## src/hdl/sfr_pkg.sv

```systemverilog
// ---------------------------------------------------------------------------
// sfr_pkg - shared types and constants for the symbol frequency ranker
// Table size, count width, cell operation codes and the ranking compare.
// ---------------------------------------------------------------------------
`default_nettype none

package sfr_pkg;

  localparam int MAX_DISTINCT = 64;
  localparam int COUNT_BITS   = 16;
  localparam int SYM_W        = 8;
  localparam int OCC_W        = 16;
  localparam int USED_W       = $clog2(MAX_DISTINCT + 1);

  // one table entry as held by a cell
  typedef struct packed {
    logic [SYM_W-1:0]      sym;
    logic [COUNT_BITS-1:0] cnt;
  } entry_t;

  // what the row of cells does this cycle
  typedef enum logic [1:0] {
    OP_HOLD  = 2'd0,
    OP_COUNT = 2'd1,
    OP_SORT  = 2'd2,
    OP_SHIFT = 2'd3
  } op_t;

  typedef struct packed {
    op_t  op;
    logic parity;  // which pairs compare in this sort phase
  } ctrl_t;

  // true if entry a ranks ahead of entry b: higher count, then lower symbol
  function automatic logic ranks_before(input entry_t a, input entry_t b);
    if (a.cnt != b.cnt) begin
      return a.cnt > b.cnt;
    end
    return a.sym < b.sym;
  endfunction

  // reported count, low OCC_W bits of the stored count
  function automatic logic [OCC_W-1:0] to_occ(input logic [COUNT_BITS-1:0] c);
    logic [31:0] w;
    w = 32'(c);
    return w[OCC_W-1:0];
  endfunction

endpackage

`default_nettype wire

```

## src/hdl/sfr_ctrl.sv

```systemverilog
// ---------------------------------------------------------------------------
// sfr_ctrl - sequencer for the ranker
// Tracks the fill count and overflow flag, runs the sort phases after the
// final item and then strobes the ranked items out of the head cell.
// ---------------------------------------------------------------------------
`default_nettype none

module sfr_ctrl
  import sfr_pkg::*;
(
  input  wire logic              clk,
  input  wire logic              rst,
  input  wire logic              start,
  input  wire logic              final_item,
  input  wire logic              any_hit,
  output logic                   busy,
  output ctrl_t                  ctl,
  output logic [USED_W-1:0]      used,
  output logic                   overflowed,
  output logic                   strobe,
  output logic                   run_end
);

  typedef enum logic [2:0] {
    ST_IDLE = 3'b001,
    ST_SORT = 3'b010,
    ST_EMIT = 3'b100
  } state_t;

  state_t             state, state_next;
  logic [USED_W-1:0]  used_next;
  logic               overflowed_next;
  logic [USED_W-1:0]  remaining, remaining_next;
  logic               parity, parity_next;
  logic               accept;

  assign accept  = start && (state == ST_IDLE);
  assign busy    = (state != ST_IDLE);
  assign strobe  = (state == ST_EMIT);
  assign run_end = strobe && (remaining == USED_W'(1));

  // next state and counters
  always_comb begin
    state_next      = state;
    used_next       = used;
    overflowed_next = overflowed;
    remaining_next  = remaining;
    parity_next     = parity;
    ctl.op          = OP_HOLD;
    ctl.parity      = parity;
    unique case (state)
      ST_IDLE: begin
        if (accept) begin
          ctl.op = OP_COUNT;
          if (!any_hit) begin
            if (used == USED_W'(MAX_DISTINCT)) begin
              overflowed_next = 1'b1;
            end else begin
              used_next = used + 1'b1;
            end
          end
          if (final_item) begin
            state_next     = ST_SORT;
            remaining_next = used_next;
            parity_next    = 1'b0;
          end
        end
      end
      ST_SORT: begin
        ctl.op      = OP_SORT;
        parity_next = ~parity;
        if (remaining == USED_W'(1)) begin
          state_next     = ST_EMIT;
          remaining_next = used;
        end else begin
          remaining_next = remaining - 1'b1;
        end
      end
      ST_EMIT: begin
        ctl.op = OP_SHIFT;
        if (remaining == USED_W'(1)) begin
          state_next      = ST_IDLE;
          used_next       = '0;
          overflowed_next = 1'b0;
        end else begin
          remaining_next = remaining - 1'b1;
        end
      end
      default: begin
        state_next = ST_IDLE;
      end
    endcase
  end

  always_ff @(posedge clk) begin
    if (rst) begin
      state      <= ST_IDLE;
      used       <= '0;
      overflowed <= 1'b0;
      remaining  <= '0;
      parity     <= 1'b0;
    end else begin
      state      <= state_next;
      used       <= used_next;
      overflowed <= overflowed_next;
      remaining  <= remaining_next;
      parity     <= parity_next;
    end
  end

  // fill count never passes the table size
  a_used_range: assert property (@(posedge clk) disable iff (rst)
    used <= USED_W'(MAX_DISTINCT))
    else $error("fill count beyond table size");

  // a readout never runs on an empty table
  a_emit_nonempty: assert property (@(posedge clk) disable iff (rst)
    strobe |-> (used != '0) && (remaining != '0))
    else $error("readout with no entries");

  // last item of a run returns the block to idle with fill count and overflow flag cleared
  a_run_end_idle: assert property (@(posedge clk) disable iff (rst)
    run_end |=> !busy && (used == '0) && !overflowed)
    else $error("table not cleared after last item");

  // a final item always leads to sorting
  a_final_sorts: assert property (@(posedge clk) disable iff (rst)
    (accept && final_item) |=> (state == ST_SORT))
    else $error("final item did not start sort");

endmodule

`default_nettype wire

```

## config.mk

```make
export PLATFORM = sky130hd
export DESIGN_NAME = sfr_ctrl
export DESIGN_NICKNAME = d
export VERILOG_FILES = /design/src/hdl/sfr_pkg.sv /design/src/hdl/sfr_ctrl.sv
export SDC_FILE = /design/constraint.sdc
export NUM_CORES = 1
export LEC_CHECK = 0
export BUFFER_PORTS_ARGS = -buffer_cell sky130_fd_sc_hd__buf_2
export CORE_MARGIN = 2
export CORE_UTILIZATION = 60
export DETAILED_ROUTE_END_ITERATION = 10
export PLACE_DENSITY = 0.83
export SLEW_MARGIN = 20
export SYNTH_ARGS = -nofsm -noshare
export SYNTH_HDL_FRONTEND = slang
export SYNTH_SLANG_ARGS = --single-unit
```

## constraint.sdc

```tcl
create_clock -name clk -period 3.51 [get_ports clk]
set_input_delay 1.053 -clock clk [delete_from_list [all_inputs] [get_ports clk]]
set_output_delay 1.053 -clock clk [all_outputs]
set_load 0.01 [all_outputs]
```

* After elaboration in Yosys (flattened, before gate mapping) *
Cells that the tools add are included.

operators by class
  $add $sub $neg = 2
  equality and inequality tests = 13
  muxes and demuxes = 25
  bitwise logic cells = 1
  reduce and logical (&&, ||, !) cells = 10

operator list
  kind                                                                count
  7-bit 2-to-1 mux                                                    8
  7-bit case mux with 3 select lines                                  1
  7-bit case mux with 2 select lines                                  1
  3-bit 2-to-1 mux                                                    4
  2-bit != test, second input constant                                5
  3-bit case mux with 3 select lines                                  1
  4-bit AND reduction                                                 2
  7-bit by 1-bit adder with 7-bit output, second input constant       1
  7-bit by 1-bit == test with 1-bit output, second input constant     1
  7-bit == test, second input constant                                1
  1-bit 2-to-1 mux                                                    7
  7-bit by 1-bit subtractor with 7-bit output, second input constant  1
  2-bit case mux with 3 select lines                                  1
  3-bit AND reduction                                                 2
  5-bit AND reduction                                                 1
  2-bit by 1-bit != test with 1-bit output, second input constant     2
  1-bit case mux with 2 select lines                                  2
  2-bit nonzero test                                                  2
  3-bit by 1-bit == test with 1-bit output, second input constant     1
  3-bit by 2-bit == test with 1-bit output, second input constant     1
  3-bit == test, second input constant                                1
  3-bit by 1-bit != test with 1-bit output, second input constant     1
  3-bit nonzero test                                                  1
  1-bit logical AND                                                   2
  1-bit NOT                                                           1

storage, ports and cells
  register bits = 19
  input bits = 5
  output and inout port bits = 14
  word-level logic and storage cells = 56

* Longest topological paths before layout *
Gate-level depths: netlist of the first run.

  word-level depth = 6
  mapped depth = 8
  depth with buffers taken out = 7

* Worst setup path after synthesis of the first run *
OpenSTA, ideal clock, no wires.

  path kind = input to output
  from = input port start
  to = output port ctl[1] (netlist bit)
  data arrival time = 1.454 ns
  required time = 2.457 ns
  path slack = 1.003 ns
  cell stages on the path = 2
  buffers on the path = 0
  cell sequence = nand4bb_1 > o21ai_0

RTL lines
  what                line            source
  start: declaration  sfr_ctrl.sv:13  input wire logic start,
  end: declaration    sfr_ctrl.sv:17  output ctrl_t ctl,

==> flow_summary.toml, run 1 <==
[clocking]
cts_tree = "done"
clkSinkCount = 19
htreeDepth = 1
numCtsBuffers = 3
cts-root-buf = "clkbuf_4"
cts_setup_buffers = 0
clockBufferDepth = 2
post_cts_resized = 0
postCtsHoldBufs = 0
clk_latency_ns = 0.31
clk_pin_slew_ns = 0.12

[die]
fp.coreArea_um2 = 2210
die_area_um2 = 2760
die_x_um = 52.5
initial_core_util_pct = 63.9
die_h_um = 52.5
row_count = 17
pin_count = 19

[power_and_ir_drop]
combPwrFrac_pct = 21.5
switching_share_pct = 31.9
seqPwrFrac_pct = 52.8
max-vdd-ir-drop_mv = 0.252
p_switching_uw = 144
p_per_area_nw_per_um2 = 304
leakagePower_nw = 0.570
intPower_uw = 306
total_power_uw = 450
clockPowerShare_pct = 25.7

[finish]
nFillCells = 182
nets = 198
antenna_cells = 0
layout-drive-gt1-share_pct = 19.1
area_growth_pct = 4.60

[synth]
ys_seq_elements = 19
synth_top_flop_cell = "dfxtp_1"
syn_area_um2 = 1410
ys_types = 56
ys_seq_area_share_pct = 26.9
yosys_warnings = 0
syn_inst = 177
synth_edf_count = 0
synthArstFlopShare_pct = 0
syn_nets = 186
avgSynthCellArea_um2 = 7.99

[worst_setup_path]
cpPeakStageDelay_ns = 0.54
critPathKind = "register to output pin"
end_kind = "output pin"
cpMaxStageDelayCell = "dfxtp_1"
crit_fanout = 12
required_ns = 2.46
critPathArrivalTime_ns = 1.78
cp_cell_sequence = "nand2b_1 -> a21o_1 -> clkinv_2 -> buf_2"
worst_setup_path_start_kind = "register"

[sta]
timing_hold_violations_final = 0
finalCriticalPeriod_ns = 2.83
worst_pin_slew_ns = 0.779
rsz0062_at_grt = "no"
drv_slew = 0
fin_crit_sh_pct = 80.7
slew_headroom_pct = 48.0
setup_viol = 0
fin_setup_tns_ns = 0
skew_ns = 0.00628
max_freq_mhz = 353

[outcome]
outcome = "finished, final reports clean"

[routing]
dr.pass1.iters = 4
drt_iter0_drc = 61
vias = 1422
drc = 0
routed_wl_um = 3530
viasPerCell = 6.58
postRouteAntennaNets = 0
wl_per_cell_um = 16.3

[grt]
grt_use_total_pct = 29.1
grt_overflow = 0
grt_pass1_vias = 1312
grt_pass1_wl_um = 5860
antenna_found_initial = 0
grt_max_degree = 17

[hold_path]
worstHoldPathType = "register to register"

[placement]
dp_hpwl_um = 2520
io_buffers = 18
place_congestion = 0.952

[flow_run]
max-cap-violations = 0
[layout by cell type (no fill, tap or decap), types with 2 or more instances in the layout]
cell,synthesis,layout
a21o_1,3,3
a21oi_1,18,18
a22oi_1,3,3
a31oi_1,5,5
buf_2,0,18
clkbuf_4,0,3
clkinv_2,1,2
dfxtp_1,19,19
ha_1,4,4
inv_1,5,5
nand2_1,9,9
nand2b_1,5,5
nand3_1,6,6
nand4b_1,2,2
nor2_1,17,17
nor2b_1,4,4
nor3_1,5,5
o21ai_0,17,17
o21bai_1,2,2
o221a_2,2,2
o22ai_1,3,3
xnor2_1,4,4
xor2_1,2,2
[kinds of logic (layout without fill, tap and decap cells)]
family,count (synthesis),count (layout),synth area share [%]
AOI/OAI and AO/OA,64,64,28.3
xor gates and xnor gates,6,6,3.72
adders and majority gates,4,4,3.54
buffers and inverters,17,28,7.88
DFF,19,19,26.9
muxes,1,1,0.708
and+or+nand+nor,66,66,28.9
[synthesized netlist by cell type (3+ instances only)]
master,n,area share [%]
nand3_1,6,2.1
o22ai_1,3,1.3
nor2b_1,4,1.8
a31oi_1,5,2.2
a21o_1,3,1.6
nand2b_1,5,2.2
nor2_1,17,4.5
ha_1,4,3.5
inv_1,5,1.3
xnor2_1,4,2.5
a21oi_1,18,6.4
nor3_1,5,1.8
o21ai_0,17,6.0
clkbuf_1,5,1.3
a22oi_1,3,1.6
nand2_1,9,2.4
dfxtp_1,19,27
[layout make-up]
| class | count | area, um2 | share of cell area [%] |
|---|---|---|---|
| clock buffers | 3 | 22.5 | 1.52 |
| clock inverters | 1 | 5.00 | 0.338 |
| inverters | 6 | 23.8 | 1.61 |
| multi-input cells | 141 | 922 | 62.4 |
| flip-flops and latches | 19 | 380 | 25.7 |
| well taps | 28 | 35.0 | 2.37 |
| repair buffers | 18 | 90.1 | 6.09 |
[power by group through the flow]
| stage | Combinational, mW | Clock, mW | Sequential (mW) |
|---|---|---|---|
| finish | 0.0968 | 0.115 | 0.237 |
| CTS | 0.0949 | 0.118 | 0.237 |
| global placement | 0.0913 | 0 | 0.241 |
| floorplan | 0.0798 | 0 | 0.237 |
| global route | 0.106 | 0.126 | 0.239 |
| detailed placement | 0.0942 | 0 | 0.242 |
[per-layer routing]
metal	part of all wire [%]	global-route usage, %
met1	44	39.0
met2	46	46.3
met3	7.3	3.43
met4	2.2	13.7
met5	0	0
[worst max-delay path, delay by kind of cell (launching register included)]
| kind | cells | cell delay (ns) |
|---|---|---|
| compound gates | 1 | 0.30 |
| flops | 1 | 0.54 |
| simple gates | 1 | 0.34 |
| buf+inv | 2 | 0.30 |
[registers in the layout, summed over array words and instances (netlist names)]
signal,flops
used,7
remaining,7
overflowed,1
state,3
parity,1
[final timing paths]
check,from,endpoint,slack [ns],cells past startpoint
worst min register to register,overflowed,overflowed,0.52,2
worst max register to register,state[0],remaining[4],1.29,5
worst min-delay path,overflowed,overflowed,0.52,2
worst max-delay path,state[1],ctl[2],0.68,4
[through the flow]
step                hold WS (ns)  std cells  util (%)  instance area (um2)  setup WS (ns)
floorplan                  0.467        177         -                 1410           1.00
global placement           0.486        212      65.6                 1450          0.753
detailed placement         0.498        212      65.6                 1450          0.705
CTS                        0.521        216      66.9                 1480          0.700
global route               0.580        216      66.9                 1480          0.579
finish                     0.517        216      66.9                 1480          0.676
Note: power is estimated with default switching activity, not from simulation.
==> inputs of run 2 (changes only) <==
--- a/config.mk
+++ b/config.mk
@@ -7,9 +7,9 @@
 export LEC_CHECK = 0
 export BUFFER_PORTS_ARGS = -buffer_cell sky130_fd_sc_hd__buf_2
 export CORE_MARGIN = 2
-export CORE_UTILIZATION = 60
+export CORE_UTILIZATION = 51
 export DETAILED_ROUTE_END_ITERATION = 10
-export PLACE_DENSITY = 0.83
+export PLACE_DENSITY = 0.75
 export SLEW_MARGIN = 20
 export SYNTH_ARGS = -nofsm -noshare
 export SYNTH_HDL_FRONTEND = slang
==> constraint.sdc (replaced) <==
create_clock -name clk -period 2.6 [get_ports clk]
set_input_delay 0.78 -clock clk [delete_from_list [all_inputs] [get_ports clk]]
set_output_delay 0.78 -clock clk [all_outputs]
set_load 0.01 [all_outputs]
==> flow_summary.toml, run 2 (synthesized netlist as in run 1, its figures left out) <==
[power_and_ir_drop]
max-vdd-ir-drop_mv = 0.330
seqPwrFrac_pct = 52.2
p_switching_uw = 197
intPower_uw = 416
switching_share_pct = 32.1
clockPowerShare_pct = 25.7
p_per_area_nw_per_um2 = 408
leakagePower_nw = 0.580
total_power_uw = 613
combPwrFrac_pct = 22.1

[die]
row_count = 19
die_area_um2 = 3210
die_h_um = 56.7
die_x_um = 56.7
pin_count = 19
fp.coreArea_um2 = 2690
initial_core_util_pct = 52.6

[flow_run]
max-cap-violations = 0

[clocking]
htreeDepth = 1
clkSinkCount = 19
cts_tree = "done"
cts-root-buf = "clkbuf_4"
numCtsBuffers = 3
clk_pin_slew_ns = 0.11
cts_setup_buffers = 0
clk_latency_ns = 0.30
postCtsHoldBufs = 0
post_cts_resized = 0
clockBufferDepth = 2

[sta]
timing_hold_violations_final = 0
drv_slew = 0
hold_slack_ns = 0.521
setup_viol = 0
max_freq_mhz = 407
slew_headroom_pct = 51.4
fin_setup_tns_ns = 0
skew_ns = 0.00519
rsz0062_at_grt = "no"
worst_pin_slew_ns = 0.727
finalCriticalPeriod_ns = 2.46
fin_crit_sh_pct = 94.5

[worst_setup_path]
critPathKind = "register to output pin"
worst_setup_path_start_kind = "register"
critPathArrivalTime_ns = 1.68
end_kind = "output pin"
required_ns = 1.82
crit_fanout = 11

[routing]
routed_wl_um = 3580
viasPerCell = 6.69
dr.pass1.iters = 5
wl_per_cell_um = 16.2
postRouteAntennaNets = 0
drc = 0
vias = 1479
drt_iter0_drc = 102

[hold_path]
worstHoldPathType = "register to register"

[outcome]
outcome = "finished, final reports clean"

[finish]
final_cell_mix = "a21oi_1 (18), buf_2 (18), dfxtp_1 (18)"
nFillCells = 264
fin_util_pct = 55.9
area_growth_pct = 6.19
layout-drive-gt1-share_pct = 21.1
antenna_cells = 0
top_regs = "remaining x7, used x7, state x3"
nets = 200

[grt]
grt_pass1_wl_um = 6090
grt_pass1_vias = 1327
grt_max_degree = 17
grt_overflow = 0
antenna_found_initial = 0
grt_use_total_pct = 23.9

[placement]
place_congestion = 0.908
io_buffers = 18
dp_hpwl_um = 2670
==> run 2: critical path, cell delays in order, from the launching register on <==
cell	delay [ns]
dfxtp_1	0.54
nand2b_1	0.25
a21o_1	0.28
clkinv_2	0.14
buf_2	0.16
==> run 2: final timing paths <==
path / startpoint / endpoint / slack, ns / cells past startpoint
setup reg to reg: state[0] / remaining[1] / 0.50 / 5
hold reg to reg: parity / parity / 0.52 / 1
hold / removal: parity / parity / 0.52 / 1
setup / recovery: state[2] / ctl[2] / 0.14 / 4
==> run 2: cell type report <==
cell class	instances	area [um2]	share of cell area [%]
Timing Repair Buffer	20	105	7.00
Clock buffer	3	22.5	1.50
Inverter	6	23.8	1.58
Clock inverter	1	5.00	0.333
Multi-Input combinational cell	141	925	61.6
Tap cell	31	38.8	2.58
Sequential cell	19	382	25.4
==> run 2: metal layers <==
| metal | vias to the layer above | GRT usage, % | part of all wire (%) |
|---|---|---|---|
| met5 | - | 0 | 0 |
| li1 | 681 | - | - |
| met1 | 688 | 32.2 | 43 |
| met4 | 0 | 9.86 | 3.5 |
| met3 | 17 | 2.76 | 8.4 |
| met2 | 93 | 38.4 | 45 |
==> run 2: power by group through the flow <==
stage,registers [mW],logic [mW],clock network (mW)
6_report,0.320,0.135,0.158
5_1_grt,0.323,0.148,0.174
4_1_cts,0.320,0.134,0.162
3_5_place_dp,0.326,0.133,0
3_3_place_gp,0.325,0.129,0
2_1_floorplan,0.320,0.108,0
==> run 2: stage by stage <==
stage / std cells / cell area, um2 / setup slack [ns]
finish: 221 / 1500 / 0.144
CTS: 221 / 1500 / 0.0159
detailed placement: 217 / 1470 / 0.380
global placement: 217 / 1470 / 0.481
global route: 221 / 1500 / 0.0234
floorplan: 177 / 1410 / 0.639
