==> src/hdl/sfr_pkg.sv <==
// ---------------------------------------------------------------------------
// sfr_pkg - shared types and constants for the symbol frequency ranker
// Table size, count width, cell operation codes and the ranking compare.
// ---------------------------------------------------------------------------
`default_nettype none

package sfr_pkg;

  localparam int MAX_DISTINCT = 64;
  localparam int COUNT_BITS   = 16;
  localparam int SYM_W        = 8;
  localparam int OCC_W        = 16;
  localparam int USED_W       = $clog2(MAX_DISTINCT + 1);

  // one table entry as held by a cell
  typedef struct packed {
    logic [SYM_W-1:0]      sym;
    logic [COUNT_BITS-1:0] cnt;
  } entry_t;

  // what the row of cells does this cycle
  typedef enum logic [1:0] {
    OP_HOLD  = 2'd0,
    OP_COUNT = 2'd1,
    OP_SORT  = 2'd2,
    OP_SHIFT = 2'd3
  } op_t;

  typedef struct packed {
    op_t  op;
    logic parity;  // which pairs compare in this sort phase
  } ctrl_t;

  // true if entry a ranks ahead of entry b: higher count, then lower symbol
  function automatic logic ranks_before(input entry_t a, input entry_t b);
    if (a.cnt != b.cnt) begin
      return a.cnt > b.cnt;
    end
    return a.sym < b.sym;
  endfunction

  // reported count, low OCC_W bits of the stored count
  function automatic logic [OCC_W-1:0] to_occ(input logic [COUNT_BITS-1:0] c);
    logic [31:0] w;
    w = 32'(c);
    return w[OCC_W-1:0];
  endfunction

endpackage

`default_nettype wire

==> src/hdl/sfr_cell.sv <==
// ---------------------------------------------------------------------------
// sfr_cell - one table entry of the ranker row
// Matches and counts the broadcast symbol, takes part in odd-even
// transposition sorting with its neighbours, and shifts left on readout.
// ---------------------------------------------------------------------------
`default_nettype none

module sfr_cell
  import sfr_pkg::*;
(
  input  wire logic             clk,
  input  wire ctrl_t            ctl,
  input  wire logic [SYM_W-1:0] symbol,
  input  wire logic             in_use,    // entry holds a live symbol
  input  wire logic             take_new,  // first free entry
  input  wire logic             lead_en,   // this cell leads an active pair
  input  wire entry_t           left_ent,
  input  wire logic             left_swap,
  input  wire entry_t           right_ent,
  output entry_t                ent,
  output logic                  swap,
  output logic                  hit
);

  entry_t ent_next;

  logic [COUNT_BITS-1:0] cnt_top;
  assign cnt_top = '1;

  // match against the incoming symbol
  assign hit  = in_use && (ent.sym == symbol);

  // swap with the right neighbour when it ranks ahead
  assign swap = lead_en && ranks_before(right_ent, ent);

  always_comb begin
    ent_next = ent;
    unique case (ctl.op)
      OP_HOLD: begin
        ent_next = ent;
      end
      OP_COUNT: begin
        if (hit) begin
          if (ent.cnt != cnt_top) begin
            ent_next.cnt = ent.cnt + 1'b1;
          end
        end else if (take_new) begin
          ent_next.sym = symbol;
          ent_next.cnt = COUNT_BITS'(1);
        end
      end
      OP_SORT: begin
        if (swap) begin
          ent_next = right_ent;
        end else if (left_swap) begin
          ent_next = left_ent;
        end
      end
      OP_SHIFT: begin
        ent_next = right_ent;
      end
      default: begin
        ent_next = ent;
      end
    endcase
  end

  always_ff @(posedge clk) begin
    ent <= ent_next;
  end

endmodule

`default_nettype wire

==> config.mk <==
export PLATFORM = sky130hd
export DESIGN_NAME = sfr_cell
export DESIGN_NICKNAME = d
export VERILOG_FILES = /design/src/hdl/sfr_pkg.sv /design/src/hdl/sfr_cell.sv
export SDC_FILE = /design/constraint.sdc
export NUM_CORES = 1
export LEC_CHECK = 0
export BUFFER_PORTS_ARGS = -buffer_cell sky130_fd_sc_hd__buf_2
export CAP_MARGIN = 10
export CORE_MARGIN = 3
export CORE_UTILIZATION = 50
export CTS_BUF_LIST = sky130_fd_sc_hd__clkbuf_16
export CTS_CLUSTER_SIZE = 30
export DETAILED_ROUTE_END_ITERATION = 10
export PLACE_DENSITY = 0.82
export SLEW_MARGIN = 20
export SYNTH_ARGS = -nofsm -noshare
export SYNTH_HDL_FRONTEND = slang
export SYNTH_SLANG_ARGS = --single-unit
==> constraint.sdc <==
create_clock -name clk -period 4.6 [get_ports clk]
set_input_delay 0.92 -clock clk [delete_from_list [all_inputs] [get_ports clk]]
set_output_delay 0.92 -clock clk [all_outputs]
set_load 0.03 [all_outputs]
After elaboration in Yosys (flattened, before gate mapping)
Index checks and enable logic that the tools add are counted.

Bits in registers: 24. Bits in latches: 0. RAM bits: 0. Bits in read-only memories: 0. Input bits: 64. Output and inout port bits: 26. Word-level logic and storage cells: 32. Memories: 0.

$add $sub $neg: 1. $mul: 0. Divide/modulo/power cells: 0. Order comparisons: 2. Equality and inequality tests: 11. Shift-type cells: 0. Muxes and demuxes: 10. Bitwise operators: 1. Reductions and logical operators: 5.

Operator list (number): $mux 24 (3); $pmux 24 s3 (1); $mux 16 (2); $add 16x1->16 const B (1); $gt 16x16->1 (1); $ne 16x16->1 (1); $ne 16x16->1 const B (1); $ne 3x3->1 const B (3); $eq 8x8->1 (1); $lt 8x8->1 (1); $mux 8 (1); $reduce_and 4->1 (2); $eq 2x2->1 const B (2); $ne 2x2->1 const B (2); $mux 1 (3); $eq 2x1->1 const B (1); $logic_and 1x1->1 (2); $logic_not 2->1 (1); $not 1->1 (1).

Depth between registers and ports, before layout
Gate-level depths: netlist of run 1.

Word-level depth: 6. Gate-level depth with buffers: 11. Depth with buffers taken out: 9.

Least setup slack after synthesis of run 1
OpenSTA, ideal clock, no wires.

Path kind: input-to-reg. From: input right_ent[18] (netlist name). To: register ent[0] (netlist name), enable pin. Setup time: 0.394 ns. Arrival time: 3.316 ns. Required time: 4.206 ns. Path slack: 0.890 ns. Cell stages on the path: 9. Path buffers: 2. Cells stage by stage: ha_1 > a211o_1 > a31oi_1 > nor3_1 > o311ai_4 > a31oi_4 > buf_8 > buf_12 > a21oi_1.

Longest elaborated chain between the ends: 5.

RTL lines: from (decl) (RTL line sfr_cell.sv:19) `input wire entry_t right_ent,`; $lt 8x8->1 (RTL line sfr_pkg.sv:39) `return a.sym < b.sym;`; $mux 1 (RTL line sfr_pkg.sv:39); $logic_and 1x1->1 (RTL line sfr_cell.sv:34) `assign swap = lead_en && ranks_before(right_ent, ent);`; $ne 3x3->1 (no source line); $reduce_and 4->1 (no source line); to (signal assigned) (RTL line sfr_cell.sv:69) `ent <= ent_next;`; to (decl) (RTL line sfr_cell.sv:20) `output entry_t ent,`.

No other way between the ends. A chain may end at the register's enable or synchronous reset.

Final worst setup path of run 1
From: input right_ent[13] (netlist name). To: output swap.

Longest elaborated chain between the ends: 4. Elaborated cells on any way between the ends: 6. Those cells by class: 1 x order compare; 1 x eq/ne; 3 x mux; 1 x reduce/logical.

RTL lines: $gt 16x16->1 / $ne 16x16->1 (equally long branches) (RTL line sfr_pkg.sv:37, sfr_pkg.sv:36); $mux 1 (RTL line sfr_pkg.sv:36) `if (a.cnt != b.cnt) begin`; $mux 1 (*) (RTL line sfr_pkg.sv:39); $logic_and 1x1->1 (*) (RTL line sfr_cell.sv:34); to (decl) (RTL line sfr_cell.sv:21) `output logic swap,`.

Mark *: on every way between the ends. The rest lies on a longest branch, timed or not. The select of a mux whose other input is x is not followed.

==> impl_metrics.json, run 1 <==
{
  "status": "completed",
  "final_layout_size_suffix_gt1_share_pct": 35.5,
  "cts_max_level": 1,
  "rows": 23,
  "synth_simple_gate_area_share_pct": 13.0,
  "powerDensity_mw_per_mm2": 265,
  "post_cts_resized": 0,
  "most_used_layer_global_route": "met2",
  "die_w_um": 73.6,
  "synthXorXnorAreaFrac_pct": 8.44,
  "synthesis.yosys.warnings": 0,
  "finalWirelength_um": 5480,
  "yosys.area.top_type": "sky130_fd_sc_hd__edfxtp_1",
  "clock_insertion_delay_worst_skew_ns": 0.26,
  "detailedRoute.firstIterationViolations": 87,
  "clock_sink_count": 24,
  "mostFrequentLayoutCells": "sky130_fd_sc_hd__buf_2, sky130_fd_sc_hd__inv_1, sky130_fd_sc_hd__ha_1, sky130_fd_sc_hd__edfxtp_1, sky130_fd_sc_hd__xnor2_1",
  "num_io_pins": 90,
  "irDropWorstVdd_mv": 0.191,
  "leakage_nw": 1.30,
  "criticalPathCategory": "in -> out",
  "start_util_pct": 54.3,
  "drc_errors": 0,
  "placedInstanceArea_mm2": 0.00276,
  "global_route.usage.met2_pct": 37.5,
  "final-hold-violation-count": 0,
  "detailroute.via_count": 2066,
  "synth-adder-area-share_pct": 13.2,
  "via_count_of_the_first_global_routing_pass": 2057,
  "global_route_wire_length_before_repair_um": 8720,
  "post_synth_inst_count": 233,
  "ys_seq_area_share_pct": 31.6,
  "floorplan.die_area_mm2": 0.00541,
  "place_congestion": 0.836,
  "drv_cap": 0,
  "crit_path_max_fanout": 4,
  "grt_start_max_net_pins": 37,
  "cts_tree": "done",
  "totalNegativeSetupSlack_ns": 0,
  "syn_nets": 321,
  "drt-vias-per-instance": 5.57,
  "nFillCells": 339,
  "use_met1_pct": 24.1,
  "max_clock_freq_ghz": 0.280,
  "synthesized_cell_area_mm2": 0.00228,
  "synth_seq_cells": 24,
  "die_h_um": 73.6,
  "final_period_minus_worst_setup_slack_ns": 3.57,
  "finish.net_count": 410,
  "area_of_all_placed_cells_without_fillers_mm2": 0.00284,
  "hold_buf_cts": 0,
  "arrival_ns": 2.65,
  "firstDrtPassIters": 4,
  "count_of_input_and_output_buffers": 88,
  "globalRouteMet3Util_pct": 3.56,
  "max-clock-path-buffers": 2,
  "clk_transition_reported_paths_ns": 0.06,
  "largest-register": "ent",
  "reg_top3": "ent x24",
  "post_cts.repair.setup_buffers": 0,
  "layout_worst_path_cycle_share_pct": 77.6,
  "ant_nets": 0,
  "global_route.overflow_total": 0,
  "syn_avg_cell_area_um2": 9.79,
  "synth.area.top_cells": "sky130_fd_sc_hd__edfxtp_1, sky130_fd_sc_hd__ha_1, sky130_fd_sc_hd__xnor2_1",
  "min_path_type": "reg -> reg",
  "area_growth_pct": 24.4,
  "post_drt_wl_per_cell_um": 14.8,
  "timing.final.max_slew_violations": 0,
  "worst_clock_skew_ns": 0.00308,
  "synth.distinct_cells": 38,
  "post_synth_mux_area_share_pct": 11.3,
  "dpl.hpwl_um": 4360,
  "clock-root-buffer": "sky130_fd_sc_hd__clkbuf_16",
  "start_kind": "input pin",
  "tightestPinTransition_ns": 0.806,
  "antenna-diode-count": 0,
  "number_of_antenna_violations_at_the_first_check_in_global_routing": 0,
  "cts-buffers-inserted": 3,
  "mostFrequentLayoutCell": "sky130_fd_sc_hd__buf_2",
  "track_usage_pct": 20.4,
  "cp_data_required_time_ns": 3.68,
  "endpoint_kind": "output pin",
  "timing.slew.headroom_pct": 46.3,
  "synth_top_family_by_area": "compound AO/OA/AOI/OAI gates",
  "synth-compound-area-share_pct": 16.2,
  "largest_register_ff_count": 24,
  "rsz0062_at_grt": "false",
  "design.core.area_mm2": 0.00420,
  "setup_violating_endpoint_count_in_the_final_report": 0,
  "synthDominantCellAreaShare_pct": 31.6
}
per-layer routing:
| metal | vias up | wire length [um] |
|---|---|---|
| li1 | 1039 | - |
| met1 | 927 | 2260 |
| met2 | 94 | 2650 |
| met3 | 6 | 524 |
| met4 | 0 | 51 |
| met5 | - | 0 |
Yosys cell counts:
cell	number
sky130_fd_sc_hd__a211o_1	1
sky130_fd_sc_hd__o211ai_1	1
sky130_fd_sc_hd__xor2_1	1
sky130_fd_sc_hd__nand2b_1	2
sky130_fd_sc_hd__nor4_1	2
sky130_fd_sc_hd__nor3_1	5
sky130_fd_sc_hd__o21ai_1	1
sky130_fd_sc_hd__nand4_1	8
sky130_fd_sc_hd__nand3_1	6
sky130_fd_sc_hd__nor2_1	16
sky130_fd_sc_hd__edfxtp_1	24
sky130_fd_sc_hd__or4_4	1
sky130_fd_sc_hd__o21ai_0	3
sky130_fd_sc_hd__o2bb2ai_1	2
sky130_fd_sc_hd__inv_1	24
sky130_fd_sc_hd__a22oi_2	1
sky130_fd_sc_hd__nand2_1	12
sky130_fd_sc_hd__a211oi_1	2
sky130_fd_sc_hd__a21oi_2	1
sky130_fd_sc_hd__mux2i_1	9
sky130_fd_sc_hd__or3_1	1
sky130_fd_sc_hd__mux2_2	13
sky130_fd_sc_hd__a31oi_4	1
sky130_fd_sc_hd__a22o_1	14
sky130_fd_sc_hd__o21a_1	1
sky130_fd_sc_hd__ha_1	24
sky130_fd_sc_hd__nor2b_1	2
sky130_fd_sc_hd__a31oi_1	3
sky130_fd_sc_hd__clkbuf_1	5
sky130_fd_sc_hd__a22oi_1	1
sky130_fd_sc_hd__buf_8	1
sky130_fd_sc_hd__xnor2_1	21
sky130_fd_sc_hd__and3_1	4
sky130_fd_sc_hd__buf_12	1
sky130_fd_sc_hd__nor2_2	1
sky130_fd_sc_hd__o311ai_4	1
sky130_fd_sc_hd__a21oi_1	15
sky130_fd_sc_hd__mux2_1	2
per-stage QoR:
stage	util, %	std cells	hold WS, ns	setup slack, ns	power, mW
after global routing	67.6	371	0.769	0.952	0.797
after detailed placement	65.7	367	0.720	0.819	0.565
after floorplan	-	233	0.892	0.890	0.483
after global placement	65.7	367	0.703	0.820	0.556
final	67.6	371	0.743	1.03	0.754
after CTS	67.6	371	0.736	1.05	0.760
worst max-delay path, stage by stage:
cell and delay, ns:
sky130_fd_sc_hd__buf_2 0.11, sky130_fd_sc_hd__ha_1 0.30, sky130_fd_sc_hd__nand4_1 0.17, sky130_fd_sc_hd__or3_1 0.42
sky130_fd_sc_hd__a31oi_1 0.20, sky130_fd_sc_hd__or4_4 0.19, sky130_fd_sc_hd__and3_1 0.15, sky130_fd_sc_hd__buf_2 0.19
power breakdown:
group / switching [mW] / total, mW / leakage [nW] / internal [mW]
logic: 0.153 / 0.268 / 1.02 / 0.115
clock network: 0.0771 / 0.193 / 0.0385 / 0.116
registers: 0.0227 / 0.292 / 0.239 / 0.270
total: 0.253 / 0.754 / 1.30 / 0.501
cell families after synthesis:
logic type / after synthesis
fa+ha+maj: 24
compound gates: 48
xor+xnor: 22
flops: 24
mux: 24
simple gates: 60
buf+inv: 31
cell type report:
class / count / area (um^2) / share of cell area, %
Timing Repair Buffer: 91 / 463 / 16.3
Sequential cell: 24 / 721 / 25.4
Inverter: 24 / 90.1 / 3.17
Multi-Input combinational cell: 178 / 1420 / 50.2
Clock inverter: 1 / 3.75 / 0.132
Clock buffer: 3 / 75.1 / 2.64
Tap cell: 50 / 62.6 / 2.20
final timing paths:
check | depth (start not counted) | endpoint | start | slack [ns]
max | 8 | swap | right_ent[13] | 1.03
max reg2reg | 9 | ent[13]$_DFFE_PP_ | ent[7]$_DFFE_PP_ | 1.36
min | 2 | ent[11]$_DFFE_PP_ | ent[11]$_DFFE_PP_ | 0.74
min reg2reg | 2 | ent[11]$_DFFE_PP_ | ent[11]$_DFFE_PP_ | 0.74
No activity file was read; power rests on OpenSTA's default activity.
==> run 2: changes to the inputs <==
CORE_UTILIZATION = 45   (was 50)
PLACE_DENSITY = 0.78   (was 0.82)
clock period = 3.1 ns   (was 4.6 ns; I/O delays follow)
==> impl_metrics.json, run 2 (synthesis gave the netlist of run 1 again) <==
{
  "firstDrtPassIters": 4,
  "die_h_um": 77.2,
  "number_of_antenna_violations_at_the_first_check_in_global_routing": 0,
  "rows": 25,
  "irDropWorstVdd_mv": 0.213,
  "critPathSlowestCell": "sky130_fd_sc_hd__or4_4",
  "start_util_pct": 47.4,
  "ant_nets": 0,
  "global_route_wire_length_before_repair_um": 9520,
  "mostFrequentLayoutCells": "sky130_fd_sc_hd__buf_2, sky130_fd_sc_hd__edfxtp_1, sky130_fd_sc_hd__xnor2_1, sky130_fd_sc_hd__ha_1, sky130_fd_sc_hd__buf_4",
  "totalNegativeSetupSlack_ns": 0,
  "drv_cap": 0,
  "arrival_ns": 2.43,
  "max-clock-path-buffers": 2,
  "start_kind": "flop",
  "cts-buffers-inserted": 3,
  "detailedRoute.firstIterationViolations": 121,
  "finalWirelength_um": 6020,
  "final_period_minus_worst_setup_slack_ns": 3.05,
  "timing.critical_path.max_delay_family": "simple AND/OR/NAND/NOR gates",
  "layout_worst_path_cycle_share_pct": 98.5,
  "final_core_util_pct": 64.3,
  "tightestPinTransition_ns": 0.674,
  "floorplan.die_area_mm2": 0.00596,
  "final-hold-violation-count": 0,
  "critical_path.max_stage_delay_ns": 0.56,
  "setup_violating_endpoint_count_in_the_final_report": 0,
  "place_congestion": 0.879,
  "num_io_pins": 90,
  "worstPathCellList": "inv_1, ha_1, nand4_1, nor2_2, o2bb2ai_1, or4_4, buf_4, and3_1, buf_6",
  "placedInstanceArea_mm2": 0.00289,
  "area_growth_pct": 35.6,
  "track_usage_pct": 19.7,
  "clock_sink_count": 24,
  "antenna-diode-count": 0,
  "worst_clock_skew_ns": 0.00185,
  "die_w_um": 77.2,
  "cts_tree": "done",
  "timing.slew.headroom_pct": 55.1,
  "cp_data_required_time_ns": 2.48,
  "final_layout_size_suffix_gt1_share_pct": 42.9,
  "detailroute.via_count": 2200,
  "global_route.overflow_total": 0,
  "clock_insertion_delay_worst_skew_ns": 0.26,
  "crit_path_max_fanout": 4,
  "largest_register_ff_count": 24,
  "drc_errors": 0,
  "clock-root-buffer": "sky130_fd_sc_hd__clkbuf_16",
  "reg_top3": "ent x24",
  "design.core.area_mm2": 0.00482,
  "status": "completed",
  "drt-vias-per-instance": 5.41,
  "hold_buf_cts": 0,
  "post_drt_wl_per_cell_um": 14.8,
  "area_of_all_placed_cells_without_fillers_mm2": 0.00310,
  "largest-register": "ent",
  "mostFrequentLayoutCell": "sky130_fd_sc_hd__buf_2",
  "dpl.hpwl_um": 4700,
  "min_path_type": "in -> reg",
  "leakage_nw": 1.40,
  "criticalPathCategory": "reg -> out",
  "finish.net_count": 429,
  "max_clock_freq_ghz": 0.327,
  "nFillCells": 415,
  "number_of_buffers_and_inverters_on_the_critical_path": 3,
  "powerDensity_mw_per_mm2": 384,
  "clk_transition_reported_paths_ns": 0.07,
  "grt_start_max_net_pins": 37,
  "cts_max_level": 1,
  "timing.final.max_slew_violations": 0,
  "endpoint_kind": "output pin",
  "count_of_input_and_output_buffers": 88,
  "via_count_of_the_first_global_routing_pass": 2172
}
==> run 2: changes by cell type in the layout (fill, tap and decap cells not counted) <==
cell	change
sky130_fd_sc_hd__buf_4	+17
sky130_fd_sc_hd__a21oi_1	-3
sky130_fd_sc_hd__buf_2	-1
sky130_fd_sc_hd__ha_4	+4
sky130_fd_sc_hd__ha_1	-4
sky130_fd_sc_hd__a21oi_2	+3
sky130_fd_sc_hd__inv_2	+6
sky130_fd_sc_hd__buf_12	+2
sky130_fd_sc_hd__buf_6	+1
sky130_fd_sc_hd__inv_1	-6
==> run 2: layout make-up <==
| cell class | count | area [um^2] | share of cell area (%) |
|---|---|---|---|
| Tap cell | 67 | 83.8 | 2.71 |
| Sequential cell | 24 | 721 | 23.3 |
| Clock buffer | 3 | 75.1 | 2.43 |
| Clock inverter | 1 | 3.75 | 0.121 |
| Multi-Input combinational cell | 178 | 1490 | 48.0 |
| Timing Repair Buffer | 110 | 637 | 20.6 |
| Inverter | 24 | 90.1 | 2.91 |
==> run 2: where the power goes <==
group / switching, mW / internal (mW)
Combinational: 0.251 / 0.215
Sequential: 0.0283 / 0.399
Clock: 0.122 / 0.173
Total: 0.401 / 0.788
==> run 2: tightest hold or removal path, stage by stage <==
cell and delay [ns]:
sky130_fd_sc_hd__buf_2 0.09, sky130_fd_sc_hd__nor2_1 0.04, sky130_fd_sc_hd__a21oi_1 0.10
==> run 2: path summary, 6_finish.rpt <==
check | from | end | slack [ns] | depth (start not counted)
worst max-delay path | ent[15]$_DFFE_PP_ | swap | 0.05 | 9
worst max register to register | ent[15]$_DFFE_PP_ | ent[7]$_DFFE_PP_ | 0.19 | 10
worst min-delay path | symbol[5] | ent[21]$_DFFE_PP_ | 0.70 | 3
worst min register to register | ent[0]$_DFFE_PP_ | ent[0]$_DFFE_PP_ | 0.74 | 2
==> run 2: per-stage QoR <==
step                hold WS, ns  worst slack, ns  instances  total power [mW]
finish                    0.701           0.0455        407              1.19
global route              0.733          -0.0298        407              1.25
CTS                       0.700           0.0139        398              1.16
detailed placement        0.733          -0.0370        394             0.865
global placement          0.704          -0.0144        394             0.852
floorplan                 0.819           0.0322        233             0.718
==> run 2: repair_timing <==
item / 4_1_cts / 5_1_grt
endpoints found under the setup margin: 0 / 1
gates resized for setup: 0 / 15
setup buffers: 0 / 9
==> run 2: layer usage <==
metal	share of wire, %	vias to the layer above	track usage, %	wire length [um]
li1	-	1078	-	-
met1	41	1026	23.9	2480
met2	50	89	34.5	3000
met3	7.6	7	3.52	455
met4	1.3	0	7.83	80
met5	0	-	0	0
==> run 3: changes to the inputs <==
SETUP_SLACK_MARGIN = 0.2   (was not set)
==> impl_metrics.json, run 3 (synthesis gave the netlist of run 1 again) <==
{
  "status": "completed",
  "min_path_type": "in -> reg",
  "max_clock_freq_ghz": 0.347,
  "global_route.overflow_total": 0,
  "grt_start_max_net_pins": 37,
  "finish.net_count": 437,
  "layout_setup_ws_ns": 0.219,
  "clk_transition_reported_paths_ns": 0.06,
  "floorplan.die_area_mm2": 0.00596,
  "clock-root-buffer": "sky130_fd_sc_hd__clkbuf_16",
  "reg_top3": "ent x24",
  "largest_register_ff_count": 24,
  "irDropWorstVdd_mv": 0.215,
  "antenna-diode-count": 0,
  "via_count_of_the_first_global_routing_pass": 2186,
  "post_drt_wl_per_cell_um": 14.9,
  "rsz0062_at_grt": "true",
  "dpl.hpwl_um": 4630,
  "tightestPinTransition_ns": 0.733,
  "start_kind": "flop",
  "arrival_ns": 2.26,
  "timing.slew.headroom_pct": 51.1,
  "start_util_pct": 47.4,
  "criticalPathCategory": "reg -> out",
  "final-hold-violation-count": 0,
  "ant_nets": 0,
  "rows": 25,
  "endpoint_kind": "output pin",
  "timing.final.max_slew_violations": 0,
  "max-clock-path-buffers": 2,
  "die_w_um": 77.2,
  "clock_sink_count": 24,
  "final_layout_size_suffix_gt1_share_pct": 47.3,
  "final_period_minus_worst_setup_slack_ns": 2.88,
  "finalWirelength_um": 6160,
  "register_area_um2": 721,
  "layout_worst_path_cycle_share_pct": 92.9,
  "crit_path_max_fanout": 3,
  "drt-vias-per-instance": 5.26,
  "cts-buffers-inserted": 3,
  "mostFrequentLayoutCell": "sky130_fd_sc_hd__buf_2",
  "clock_insertion_delay_worst_skew_ns": 0.26,
  "largest-register": "ent",
  "cts_tree": "done",
  "pre_cts_slack_ns": -0.0597,
  "global_route_wire_length_before_repair_um": 9700,
  "detailroute.via_count": 2179,
  "totalNegativeSetupSlack_ns": 0,
  "count_of_input_and_output_buffers": 88,
  "cp_data_required_time_ns": 2.48,
  "area_occupied_by_multi_input_gates_mm2": 0.00159,
  "powerDensity_mw_per_mm2": 372,
  "drv_cap": 0,
  "setup_violating_endpoint_count_in_the_final_report": 0,
  "number_of_antenna_violations_at_the_first_check_in_global_routing": 0,
  "cts_max_level": 1,
  "track_usage_pct": 19.8,
  "nFillCells": 392,
  "worst_clock_skew_ns": 0.00373,
  "drc_errors": 0,
  "leakage_nw": 1.44,
  "num_io_pins": 90,
  "die_h_um": 77.2,
  "firstDrtPassIters": 4,
  "area_growth_pct": 42.7,
  "design.core.area_mm2": 0.00482,
  "place_congestion": 0.892,
  "mostFrequentLayoutCells": "sky130_fd_sc_hd__buf_2, sky130_fd_sc_hd__buf_4, sky130_fd_sc_hd__edfxtp_1, sky130_fd_sc_hd__xnor2_1, sky130_fd_sc_hd__inv_1",
  "detailedRoute.firstIterationViolations": 124
}
## run 3: repair_timing
item                                    4_1_cts  5_1_grt
pin swaps                                     4        4
setup buffers                                 4       14
endpoints found under the setup margin        1       23
hold buffers                                  0        0
gates resized for setup                       4       18
## run 3: final timing paths
kind | start | to | slack (ns) | cells after the start
max reg2reg | ent[11]$_DFFE_PP_ | ent[15]$_DFFE_PP_ | 0.23 | 10
min reg2reg | ent[0]$_DFFE_PP_ | ent[0]$_DFFE_PP_ | 0.74 | 2
min | symbol[5] | ent[21]$_DFFE_PP_ | 0.71 | 3
max | ent[11]$_DFFE_PP_ | swap | 0.22 | 8
## run 3: cell type report
class | instances | share of cell area (%)
Multi-Input combinational cell | 178 | 48.8
Tap cell | 67 | 2.57
Timing Repair Buffer | 118 | 21.4
Clock buffer | 3 | 2.31
Sequential cell | 24 | 22.1
Inverter | 24 | 2.77
## run 3: through the flow
stage | hold slack, ns | instances | power [mW] | util, % | area [um^2]
after floorplan | 0.819 | 233 | 0.723 | - | 2310
after global placement | 0.721 | 393 | 0.852 | 60.0 | 2890
after detailed placement | 0.733 | 393 | 0.866 | 60.0 | 2890
after CTS | 0.712 | 400 | 1.17 | 62.9 | 3030
after global routing | 0.743 | 414 | 1.28 | 67.6 | 3260
final | 0.711 | 414 | 1.21 | 67.6 | 3260
## run 3: routing by layer
metal | part of all wire (%) | GRT usage [%] | routed length [um] | up-vias
met5 | 0 | 0 | 0 | -
met4 | 0.94 | 5.16 | 58 | 0
met3 | 7.0 | 3.40 | 434 | 6
met2 | 52 | 36.1 | 3190 | 86
met1 | 40 | 23.8 | 2480 | 997
li1 | - | - | - | 1090
## run 3: worst max-delay path, stage by stage (launching register included)
cell	delay [ns]
sky130_fd_sc_hd__edfxtp_1	0.45
sky130_fd_sc_hd__inv_2	0.12
sky130_fd_sc_hd__ha_4	0.21
sky130_fd_sc_hd__a21oi_2	0.13
sky130_fd_sc_hd__o21a_1	0.13
sky130_fd_sc_hd__o2bb2ai_1	0.06
sky130_fd_sc_hd__or4_4	0.57
sky130_fd_sc_hd__and3_4	0.17
sky130_fd_sc_hd__buf_4	0.16
## run 3: report_power, final
| group | total (mW) | switching (mW) | leakage (nW) | internal (mW) |
|---|---|---|---|---|
| registers | 0.426 | 0.0269 | 0.239 | 0.399 |
| logic | 0.501 | 0.265 | 1.16 | 0.236 |
| clock network | 0.284 | 0.113 | 0.0370 | 0.171 |
